==> src/hw/rtl/spimbs_pkg.sv <==
`default_nettype none
// ----------------------------------------------------------------------------
// spimbs_pkg
// Shared types and constants of the SPI master bit shifter.
// ----------------------------------------------------------------------------
package spimbs_pkg;

   localparam int WORD_BITS        = 16;
   localparam int MAX_BITS_DEFAULT = 16;
   localparam int CMD_QUEUE_DEPTH  = 2;

   localparam logic [7:0] HALF_PERIOD_RESET = 8'd12;

   // operation codes
   localparam logic [1:0] OP_SELECT   = 2'd0;
   localparam logic [1:0] OP_TRANSMIT = 2'd1;
   localparam logic [1:0] OP_RECEIVE  = 2'd2;

   // device codes for select
   localparam logic [1:0] DEV_FIRST  = 2'd1;
   localparam logic [1:0] DEV_SECOND = 2'd2;

   typedef enum logic [1:0] {
      KIND_NONE    = 2'd0,
      KIND_SELECT  = 2'd1,
      KIND_TX      = 2'd2,
      KIND_RX      = 2'd3
   } kind_type;

   typedef struct packed {
      logic [1:0]  operation;
      logic [1:0]  device;
      logic [15:0] tx_data;
      logic [4:0]  bit_count;
      logic [15:0] miso_levels;
   } req_type;

   typedef struct packed {
      logic        clock_pulsed;
      logic        mosi_level;
      logic        select_first_n;
      logic        select_second_n;
      logic [3:0]  bit_position;
      logic [15:0] rx_word;
      logic        last;
   } rsp_type;

   // classified command as held in the queue
   typedef struct packed {
      kind_type    kind;
      logic [1:0]  device;
      logic [15:0] tx_data;
      logic [4:0]  bit_count;
      logic [15:0] miso_levels;
   } cmd_type;

endpackage
`default_nettype wire

==> src/hw/rtl/spimbs_front.sv <==
`default_nettype none
// ----------------------------------------------------------------------------
// spimbs_front
// Accepts request items, clamps the bit count, classifies each command and
// holds it in a short queue for the shifter.
// ----------------------------------------------------------------------------
module spimbs_front #(
   parameter int MAX_BITS = spimbs_pkg::MAX_BITS_DEFAULT
) (
   input  wire                  clock,
   input  wire                  reset,
   input  wire                  req_valid,
   output logic                 req_stall,
   input  spimbs_pkg::req_type  req_data,
   output logic                 cmd_valid,
   input  wire                  cmd_pop,
   output spimbs_pkg::cmd_type  cmd_data
);

   localparam int LIMIT = (MAX_BITS < spimbs_pkg::WORD_BITS) ? MAX_BITS
                                                            : spimbs_pkg::WORD_BITS;
   localparam int DEPTH = spimbs_pkg::CMD_QUEUE_DEPTH;
   localparam int PTR_W = $clog2(DEPTH);

   spimbs_pkg::cmd_type   queue_ff [DEPTH];
   logic [PTR_W-1:0]      wr_ptr_ff, wr_ptr_in;
   logic [PTR_W-1:0]      rd_ptr_ff, rd_ptr_in;
   logic [PTR_W:0]        fill_ff, fill_in;
   logic                  push;
   logic                  pop;
   logic [4:0]            count_clamped;
   spimbs_pkg::cmd_type   cmd_new;

   always_comb begin
      count_clamped = (req_data.bit_count > 5'(LIMIT)) ? 5'(LIMIT) : req_data.bit_count;
      cmd_new.device      = req_data.device;
      cmd_new.tx_data     = req_data.tx_data;
      cmd_new.bit_count   = count_clamped;
      cmd_new.miso_levels = req_data.miso_levels;
      case (req_data.operation)
         spimbs_pkg::OP_SELECT:   cmd_new.kind = spimbs_pkg::KIND_SELECT;
         spimbs_pkg::OP_TRANSMIT: cmd_new.kind = (count_clamped == 5'd0) ?
                                                 spimbs_pkg::KIND_NONE : spimbs_pkg::KIND_TX;
         spimbs_pkg::OP_RECEIVE:  cmd_new.kind = (count_clamped == 5'd0) ?
                                                 spimbs_pkg::KIND_NONE : spimbs_pkg::KIND_RX;
         default:                 cmd_new.kind = spimbs_pkg::KIND_NONE;
      endcase
   end

   assign req_stall = (fill_ff == (PTR_W+1)'(DEPTH));
   assign cmd_valid = (fill_ff != '0);
   assign cmd_data  = queue_ff[rd_ptr_ff];
   assign push      = req_valid && !req_stall;
   assign pop       = cmd_pop && cmd_valid;

   always_comb begin
      wr_ptr_in = push ? PTR_W'(wr_ptr_ff + 1'b1) : wr_ptr_ff;
      rd_ptr_in = pop  ? PTR_W'(rd_ptr_ff + 1'b1) : rd_ptr_ff;
      fill_in   = fill_ff;
      if (push && !pop) begin
         fill_in = fill_ff + 1'b1;
      end else if (pop && !push) begin
         fill_in = fill_ff - 1'b1;
      end
   end

   always_ff @(posedge clock) begin
      if (reset) begin
         wr_ptr_ff <= '0;
         rd_ptr_ff <= '0;
         fill_ff   <= '0;
      end else begin
         wr_ptr_ff <= wr_ptr_in;
         rd_ptr_ff <= rd_ptr_in;
         fill_ff   <= fill_in;
      end
   end

   always_ff @(posedge clock) begin
      if (push) begin
         queue_ff[wr_ptr_ff] <= cmd_new;
      end
   end

endmodule
`default_nettype wire

==> src/hw/rtl/spimbs_back.sv <==
`default_nettype none
// ----------------------------------------------------------------------------
// spimbs_back
// Bit shifter: runs one command at a time, times the serial clock half
// periods, tracks the select and data-out levels and registers each result.
// ----------------------------------------------------------------------------
module spimbs_back (
   input  wire                  clock,
   input  wire                  reset,
   input  wire  [7:0]           half_period,
   input  wire                  cmd_valid,
   output logic                 cmd_pop,
   input  spimbs_pkg::cmd_type  cmd_data,
   output logic                 rsp_valid,
   input  wire                  rsp_stall,
   output spimbs_pkg::rsp_type  rsp_data
);

   typedef enum logic [4:0] {
      ST_IDLE   = 5'b00001,
      ST_SINGLE = 5'b00010,
      ST_LOW    = 5'b00100,
      ST_HIGH   = 5'b01000,
      ST_DONE   = 5'b10000
   } state_type;

   state_type            state_ff, state_in;
   spimbs_pkg::cmd_type  cmd_ff, cmd_in;
   logic [3:0]           pos_ff, pos_in;
   logic [15:0]          rx_ff, rx_in;
   logic [7:0]           cnt_ff, cnt_in;
   logic                 mosi_ff, mosi_in;
   logic                 sel_first_ff, sel_first_in;
   logic                 sel_second_ff, sel_second_in;
   logic                 rsp_valid_ff, rsp_valid_in;
   spimbs_pkg::rsp_type  rsp_ff, rsp_in;
   logic                 slot_free;
   logic                 tick_done;
   logic [15:0]          rx_next;
   logic [3:0]           pos_start;
   logic [3:0]           pos_down;

   assign slot_free = !rsp_valid_ff || !rsp_stall;
   assign tick_done = ({1'b0, cnt_ff} + 9'd1) >= {1'b0, half_period};
   assign rx_next   = rx_ff | (16'(cmd_ff.miso_levels[pos_ff]) << pos_ff);
   assign pos_start = 4'(cmd_data.bit_count - 5'd1);
   assign pos_down  = 4'(pos_ff - 4'd1);

   always_comb begin
      state_in      = state_ff;
      cmd_in        = cmd_ff;
      pos_in        = pos_ff;
      rx_in         = rx_ff;
      cnt_in        = cnt_ff;
      mosi_in       = mosi_ff;
      sel_first_in  = sel_first_ff;
      sel_second_in = sel_second_ff;
      rsp_valid_in  = rsp_valid_ff && rsp_stall;
      rsp_in        = rsp_ff;
      cmd_pop       = 1'b0;

      case (state_ff)
         ST_IDLE: begin
            if (cmd_valid) begin
               cmd_pop = 1'b1;
               cmd_in  = cmd_data;
               pos_in  = pos_start;
               rx_in   = '0;
               cnt_in  = '0;
               if (cmd_data.kind == spimbs_pkg::KIND_TX ||
                   cmd_data.kind == spimbs_pkg::KIND_RX) begin
                  state_in = ST_LOW;
                  if (cmd_data.kind == spimbs_pkg::KIND_TX) begin
                     mosi_in = cmd_data.tx_data[pos_start];
                  end
               end else begin
                  state_in = ST_SINGLE;
               end
            end
         end
         ST_SINGLE: begin
            if (slot_free) begin
               rsp_valid_in           = 1'b1;
               rsp_in.clock_pulsed    = 1'b0;
               rsp_in.mosi_level      = mosi_ff;
               rsp_in.select_first_n  = sel_first_ff;
               rsp_in.select_second_n = sel_second_ff;
               rsp_in.bit_position    = '0;
               rsp_in.rx_word         = '0;
               rsp_in.last            = 1'b1;
               if (cmd_ff.kind == spimbs_pkg::KIND_SELECT) begin
                  if (cmd_ff.device == spimbs_pkg::DEV_FIRST) begin
                     sel_first_in          = 1'b0;
                     rsp_in.select_first_n = 1'b0;
                  end else if (cmd_ff.device == spimbs_pkg::DEV_SECOND) begin
                     sel_second_in          = 1'b0;
                     rsp_in.select_second_n = 1'b0;
                  end else begin
                     sel_first_in           = 1'b1;
                     sel_second_in          = 1'b1;
                     rsp_in.select_first_n  = 1'b1;
                     rsp_in.select_second_n = 1'b1;
                  end
               end
               state_in = ST_IDLE;
            end
         end
         // serial clock low half: data-out already set up
         ST_LOW: begin
            cnt_in = 8'(cnt_ff + 8'd1);
            if (tick_done) begin
               cnt_in   = '0;
               state_in = ST_HIGH;
            end
         end
         ST_HIGH: begin
            cnt_in = 8'(cnt_ff + 8'd1);
            if (tick_done) begin
               cnt_in   = '0;
               state_in = ST_DONE;
            end
         end
         // falling edge seen: sample data-in and hand over the item
         ST_DONE: begin
            if (slot_free) begin
               rsp_valid_in           = 1'b1;
               rsp_in.clock_pulsed    = 1'b1;
               rsp_in.mosi_level      = mosi_ff;
               rsp_in.select_first_n  = sel_first_ff;
               rsp_in.select_second_n = sel_second_ff;
               rsp_in.bit_position    = pos_ff;
               rsp_in.last            = (pos_ff == 4'd0);
               if (cmd_ff.kind == spimbs_pkg::KIND_RX) begin
                  rsp_in.rx_word = rx_next;
                  rx_in          = rx_next;
               end else begin
                  rsp_in.rx_word = '0;
               end
               if (pos_ff == 4'd0) begin
                  state_in = ST_IDLE;
                  if (cmd_ff.kind == spimbs_pkg::KIND_TX) begin
                     mosi_in = 1'b0;
                  end
               end else begin
                  pos_in   = pos_down;
                  state_in = ST_LOW;
                  if (cmd_ff.kind == spimbs_pkg::KIND_TX) begin
                     mosi_in = cmd_ff.tx_data[pos_down];
                  end
               end
            end
         end
         default: begin
            state_in = ST_IDLE;
         end
      endcase
   end

   always_ff @(posedge clock) begin
      if (reset) begin
         state_ff      <= ST_IDLE;
         mosi_ff       <= 1'b0;
         sel_first_ff  <= 1'b1;
         sel_second_ff <= 1'b1;
         rsp_valid_ff  <= 1'b0;
         cnt_ff        <= '0;
      end else begin
         state_ff      <= state_in;
         mosi_ff       <= mosi_in;
         sel_first_ff  <= sel_first_in;
         sel_second_ff <= sel_second_in;
         rsp_valid_ff  <= rsp_valid_in;
         cnt_ff        <= cnt_in;
      end
   end

   always_ff @(posedge clock) begin
      cmd_ff <= cmd_in;
      pos_ff <= pos_in;
      rx_ff  <= rx_in;
      rsp_ff <= rsp_in;
   end

   assign rsp_valid = rsp_valid_ff;
   assign rsp_data  = rsp_ff;

endmodule
`default_nettype wire

==> src/hw/rtl/spi_master_bit_shifter.sv <==
`default_nettype none
// ----------------------------------------------------------------------------
// spi_master_bit_shifter
// SPI master, mode 0, MSB first, with two active-low device selects.
//
//   channel | ports              | direction | moves
//   --------+--------------------+-----------+------------------------------
//   req     | valid/stall/data   | in        | one command item
//   rsp     | valid/stall/data   | out       | one item per clock pulse, or one per command without pulses
//   csr     | write_enable/data  | in        | half period in cycles
//
// A transmit or receive command leaves the queue and then runs each bit through
// a low half, a high half and a hand-over state, the halves timed by the half
// period timer in the shifter; a command without clock pulses yields a single
// result item. A two-entry command queue sits between the front and the
// shifter, so req is taken while the shifter runs. Reset (synchronous)
// deselects both devices and drives data-out low.
// A stalled rsp holds the shifter at the end of the current pulse.
// ----------------------------------------------------------------------------
module spi_master_bit_shifter #(
   parameter int MAX_BITS = spimbs_pkg::MAX_BITS_DEFAULT
) (
   input  wire                  clock,
   input  wire                  reset,
   input  wire                  req_valid,
   output logic                 req_stall,
   input  spimbs_pkg::req_type  req_data,
   output logic                 rsp_valid,
   input  wire                  rsp_stall,
   output spimbs_pkg::rsp_type  rsp_data,
   input  wire                  csr_write_enable,
   input  wire  [7:0]           csr_write_data
);

   logic [7:0]           half_period_ff;
   logic [7:0]           half_period_in;
   logic                 cmd_valid;
   logic                 cmd_pop;
   spimbs_pkg::cmd_type  cmd_data;

   assign half_period_in = csr_write_enable ? csr_write_data : half_period_ff;

   always_ff @(posedge clock) begin
      if (reset) begin
         half_period_ff <= spimbs_pkg::HALF_PERIOD_RESET;
      end else begin
         half_period_ff <= half_period_in;
      end
   end

   spimbs_front #(
      .MAX_BITS (MAX_BITS)
   ) u_front (
      .clock     (clock),
      .reset     (reset),
      .req_valid (req_valid),
      .req_stall (req_stall),
      .req_data  (req_data),
      .cmd_valid (cmd_valid),
      .cmd_pop   (cmd_pop),
      .cmd_data  (cmd_data)
   );

   spimbs_back u_back (
      .clock       (clock),
      .reset       (reset),
      .half_period (half_period_ff),
      .cmd_valid   (cmd_valid),
      .cmd_pop     (cmd_pop),
      .cmd_data    (cmd_data),
      .rsp_valid   (rsp_valid),
      .rsp_stall   (rsp_stall),
      .rsp_data    (rsp_data)
   );

endmodule
`default_nettype wire

==> config.mk <==
export PLATFORM = sky130hd
export DESIGN_NAME = spi_master_bit_shifter
export DESIGN_NICKNAME = d
export VERILOG_FILES = /design/src/hw/rtl/spimbs_pkg.sv /design/src/hw/rtl/spimbs_front.sv /design/src/hw/rtl/spimbs_back.sv /design/src/hw/rtl/spi_master_bit_shifter.sv
export SDC_FILE = /design/constraint.sdc
export NUM_CORES = 1
export LEC_CHECK = 0
export ABC_AREA = 0
export ABC_CLOCK_PERIOD_IN_PS = 6500
export BUFFER_PORTS_ARGS = -buffer_cell sky130_fd_sc_hd__buf_2
export CAP_MARGIN = 20
export CORE_AREA = 5 5 152 96
export DETAILED_ROUTE_END_ITERATION = 8
export DIE_AREA = 0 0 157 101
export HOLD_SLACK_MARGIN = 0.03
export PLACE_DENSITY = 0.93
export REMOVE_ABC_BUFFERS = 1
export SLEW_MARGIN = 5
export SYNTH_ARGS = -nofsm -noshare
export SYNTH_HDL_FRONTEND = slang
export SYNTH_SLANG_ARGS = --single-unit
export TNS_END_PERCENT = 30
==> constraint.sdc <==
create_clock -name clock -period 6.5 [get_ports clock]
set_clock_uncertainty 0.1 [all_clocks]
set_input_delay 1.3 -clock clock [delete_from_list [all_inputs] [get_ports clock]]
set_output_delay 1.3 -clock clock [all_outputs]
set_load 0.01 [all_outputs]
# == Yosys cells after proc, flatten, opt, wreduce, memory -nomap -nowiden ==
# Memory sizes are Yosys's and may differ from the RTL's. A register that Yosys moved wholly into a read port is not among the register bits.
# Cells that the tools add are included.
# word_totals
memories,1
register_bits,110
in_bits,54
ram_bits,82
elab_cells,150
# mem_list
memory,depth,word_bits,read_ports,rd_clocked_by_memory_dff,wr,line,rtl
u_front.queue_ff,2,41,1,1,1,spimbs_front.sv:25,spimbs_pkg::cmd_type queue_ff [DEPTH];
# classes
n_eq_ne,25
magnitude_cmp,5
mux,56
shifts,1
bitwise,1
addsub,8
reduce_logical,30
# ops
operator,count
$mux 16,4
$mux 25,2
$pmux 25 s2,1
$pmux 16 s2,1
$mux 5,6
$pmux 5 s5,1
$mux 1,22
$mux 8,2
$ne 2x1->1 const B,8
$or 16x16->16,1
$pmux 8 s2,1
$shl 1x4->16,1
$lt 4x5->1 const B,3
$eq 2x2->1 const B,7
$bmux 1 s4,3
$mux 4,3
$mux 2,5
$reduce_bool 2->1,5
$add 8x1->9 const B,1
$ge 9x8->1,1
$add 8x1->8 const B,1
$pmux 4 s2,1
$reduce_and 4->1,2
$sub 4x1->4 const B,2
other kinds (25),42

# == Logic depth before layout (Yosys ltp) ==
# logic_depth
ltp_word,7
mapped_depth,12
mapped_depth_nobuf,12

# == Hierarchy ==
# From an unflattened synthesis, not the netlist that was laid out.
# unflattened
hier_cells,532
hier_area_um2,7961.4
# by_module_without_submodules
mod,cells_per_inst,area_per_inst_um2,n_inst
spimbs_back,343,4439.3,1
spimbs_front,163,3229.3,1
spi_master_bit_shifter,26,292.8,1

# == Worst setup path after synthesis ==
# Ideal clock, no wire load.
# synth_timing
path_kind,input port to flip-flop
from,in req_valid
to,mem u_front.queue_ff[0][0] (netlist name) (enable)
stages,2
path_buffers,0
path_slack_ps,2891
setup_time_ps,437
required_time_ps,5963
arrival_time_ps,3072
cell_sequence,nand2_1 nor2_1
# synth_via
elab_chain_cells,3
# synth_lines
item,line,rtl
from (decl),spi_master_bit_shifter.sv:25,"input wire req_valid,"
$logic_and 1x1->1,spimbs_front.sv:53,assign push = req_valid && !req_stall;
$mux 1,spimbs_front.sv:80,if (push) begin
$mux 1 (not written as such),spimbs_front.sv:81,queue_ff[wr_ptr_ff] <= cmd_new;
to (decl),spimbs_front.sv:25,
# Every way passes these cells.

# == Worst setup path after layout ==
# layout_timing
from,reg u_back.cnt_ff[0]
to,reg u_back.cnt_ff[2]
# layout_via
elab_chain_cells,4
elab_cells_between_ends,5
# layout_lines
item,line,rtl
from (decl),spimbs_back.sv:31,"logic [7:0] cnt_ff, cnt_in;"
from (signal assigned),spimbs_back.sv:173,cnt_ff <= cnt_in;
$add 8x1->9,spimbs_back.sv:44,"assign tick_done = ({1'b0, cnt_ff} + 9'd1) >= {1'b0, half_period};"
$ge 9x8->1,spimbs_back.sv:44,
$mux 8 *,"spimbs_back.sv:111, spimbs_back.sv:118",
$pmux 8 s2 *,spimbs_back.sv:62,case (state_ff)
# Every way passes the cells marked *; elsewhere a longest branch is shown, timed or not.
# A chain may end at the register's enable or synchronous reset.

==> results.sh <==
export IMPL_final_nets=699
export IMPL_hold_end="u_back.rsp_data[23]"
export IMPL_synth_top_area_frac=0.606
export IMPL_drc=0
export IMPL_setup_viol=0
export IMPL_drt_pass1_iter_count=5
export IMPL_io_pins=81
export IMPL_die_area_sq_um=15900
export IMPL_finalCritPeriodShare=0.488
export IMPL_grt_pass1_vias=5066
export IMPL_yosys_area_top_type="edfxtp_1"
export IMPL_place_congestion=0.888
export IMPL_postCtsHoldBufs=0
export IMPL_r2r_start="u_back.cnt_ff[0]"
export IMPL_clkLatencyLatePin_ns=0.43
export IMPL_tightestPinTransition_ns=1.02
export IMPL_core_area_sq_um=13200
export IMPL_routed_via_density=6.08
export IMPL_rsz0062_at_grt="no"
export IMPL_hold_viol_final=0
export IMPL_cp_slowest_stage_delay_ns=0.39
export IMPL_min_period_ns=3.17
export IMPL_numCtsBuffers=17
export IMPL_drv_cap=0
export IMPL_initial_utilization=0.606
export IMPL_path_cells="ha_1 -> nand3_1 -> or2_2 -> nand2_1 -> ha_1 -> a21o_1 -> a211o_1 -> a41oi_1 -> o211ai_1 -> nor3b_1 -> a21o_1"
export IMPL_synth_common_cells="161 x edfxtp_1, 63 x nor2_1, 38 x mux2_2, 30 x dfxtp_1"
export IMPL_worstPathArrival_ns=3.45
export IMPL_yosysMostFrequentCell="edfxtp_1"
export IMPL_cts_tree="yes"
export IMPL_p_per_area_nw_per_um2=418
export IMPL_grt_max_degree=47
export IMPL_die_y_um=101
export IMPL_port_buffers=80
export IMPL_dp_hpwl_mm=11.4
export IMPL_max_freq_mhz=316
export IMPL_slew_violations=0
export IMPL_vias=4994
export IMPL_routedWlPerCell_um=21.0
export IMPL_vdd_drop_max_uv=277
export IMPL_async_flop_share=0
export IMPL_synthCells=545
export IMPL_die_w_um=157
export IMPL_synth_enable_flop_cells=161
export IMPL_clk_pin_slew_worst_paths_ns=0.08
export IMPL_endpoint_kind="flop"
export IMPL_num_fill_cells=798
export IMPL_design_area_sq_um=9230
export IMPL_drive_above_1_share=0.271
export IMPL_reg2regPathDepth=11
export IMPL_antenna_found_initial=0
export IMPL_post_cts_buffers=0
export IMPL_ant_nets=0
export IMPL_clk_root_buffer_cell="clkbuf_16"
export IMPL_syn_area_sq_um=7980
export IMPL_relSlewSlack=0.320
export IMPL_post_dp_cell_area_sq_um=8570
export IMPL_crit_required_ns=6.78
export IMPL_fin_tns_setup_ns=0
export IMPL_ys_top_cells_by_area="edfxtp_1 61%, dfxtp_1 7.5%, mux2_2 5.4%"
export IMPL_cts_sinks=191
export IMPL_min_delay_path_class="reg2reg"
export IMPL_htreeDepth=4
export IMPL_grt_usage=0.226
export IMPL_ys_types=54
export IMPL_grt_ovfl_total=0
export IMPL_yosysSeqAreaShare=0.681
export IMPL_drt_iter0_markers=613
export IMPL_r2r_end="u_back.cnt_ff[2]"
export IMPL_hp_start="u_back.mosi_ff"
export IMPL_rrSetupSlack_ns=3.33
export IMPL_power_static_leakage_uw=0.00345
export IMPL_crit_slowest_cell="dfxtp_1"
export IMPL_area_growth_pct=15.6
export IMPL_cp_max_fo=6
export IMPL_ys_ff_latch=191
export IMPL_run_status="finished clean"
export IMPL_wirelength_mm=17.2
export IMPL_worst_setup_path_type="reg2reg"
export IMPL_hold_depth=0
export IMPL_ys_warn_count=0
export IMPL_critPathLaunchType="flop"
export IMPL_grt_pass1_wl_mm=27.1
export IMPL_cts_resized=0
export IMPL_antenna_cells=0
export IMPL_cts_buffer_depth=2
export IMPL_syn_mean_instance_area_sq_um=14.6
export IMPL_synth_ff_type="edfxtp_1"
export IMPL_row_count=33
==> metrics by stage <==
step | hold slack (ns) | cells | power (uW) | utilization | setup slack (ns)
3_5_place_dp | 0.333 | 787 | 2760 | 0.651 | 2.77
3_3_place_gp | 0.337 | 786 | 2680 | 0.649 | 3.00
5_1_grt | 0.385 | 821 | 4020 | 0.701 | 3.09
4_1_cts | 0.354 | 819 | 3840 | 0.697 | 2.70
6_report | 0.351 | 821 | 3850 | 0.701 | 3.33
2_1_floorplan | 0.300 | 529 | 2470 | - | 2.87
==> cell type report <==
| class | count | area, sq um | share of cell area |
|---|---|---|---|
| Tap cell | 175 | 219 | 0.0237 |
| Clock buffer | 17 | 425 | 0.0461 |
| Inverter | 26 | 103 | 0.0111 |
| Clock inverter | 15 | 180 | 0.0195 |
| Multi-Input combinational cell | 312 | 2380 | 0.258 |
| Sequential cell | 191 | 5440 | 0.589 |
| Timing Repair Buffer | 85 | 483 | 0.0523 |
==> where the power goes <==
part / switching [uW] / total (uW) / internal (uW)
Combinational: 547 / 954 / 407
Sequential: 165 / 1840 / 1670
Clock: 483 / 1060 / 581
==> worst max-delay path by stage <==
stage | start | depth (start not counted) | end | slack (ns)
after floorplan | flop | 7 | u_back.mosi_ff | 2.87
after global placement | flop | 7 | u_back.mosi_ff | 3.00
after detailed placement | flop | 7 | u_back.mosi_ff | 2.77
after CTS | flop | 7 | u_back.mosi_ff | 2.70
after global routing | u_back.state_ff[2] | 7 | u_back.rx_ff[4] | 3.09
final | u_back.cnt_ff[0] | 11 | u_back.cnt_ff[2] | 3.33
==> critical path, delay by kind of cell (launching register included) <==
kind                     cells  cell delay (ns)
AO/OA/AOI/OAI                5             1.08
adder cells (fa/ha/maj)      2             0.54
flip-flops                   1             0.39
AND/OR/NAND/NOR              4             1.00
==> routing by layer <==
metal	wire (um)	share of wire	global-route usage	vias up
met2	8350	0.48	0.365	269
li1	-	-	-	2252
met4	331	0.019	0.0667	0
met3	1550	0.090	0.0596	36
met1	6990	0.41	0.306	2437
met5	0	0	0	-
==> cell families (layout without fill, tap and decap cells) <==
kind of cell	Yosys count	in the layout	synth area share
AO/OA/AOI/OAI	78	78	0.0635
flip-flops	191	191	0.681
AND/OR/NAND/NOR	138	138	0.0842
buffers and inverters	42	143	0.0226
XOR/XNOR	13	13	0.0143
adder cells (fa/ha/maj)	12	12	0.0188
multiplexers	71	71	0.116
==> flip-flops by register name (all words and copies together) (netlist names), named ones only <==
signal	cells
u_front.queue_ff	80
u_back.cmd_ff	36
u_back.rsp_data	25
u_back.rx_ff	16
half_period_ff	8
u_back.cnt_ff	8
u_back.state_ff	5
u_back.pos_ff	4
u_front.fill_ff	2
u_back.mosi_ff	1
u_back.rsp_valid	1
u_back.sel_first_ff	1
u_back.sel_second_ff	1
u_front.rd_ptr_ff	1
u_front.wr_ptr_ff	1
==> cell usage in the layout, fill, tap and decap left out, drive strengths merged, types with 7 or more instances in the layout <==
cell type / count
xnor2: 7
mux2i: 21
clkbuf: 17
nor2: 63
mux2: 38
o21ai: 10
a21oi: 27
a31oi: 7
buf: 85
ha: 12
dfxtp: 30
nand2: 27
nor2b: 7
nand3: 7
inv: 31
a21o: 8
mux4: 12
edfxtp: 161
(Power assumes the default switching activity.)
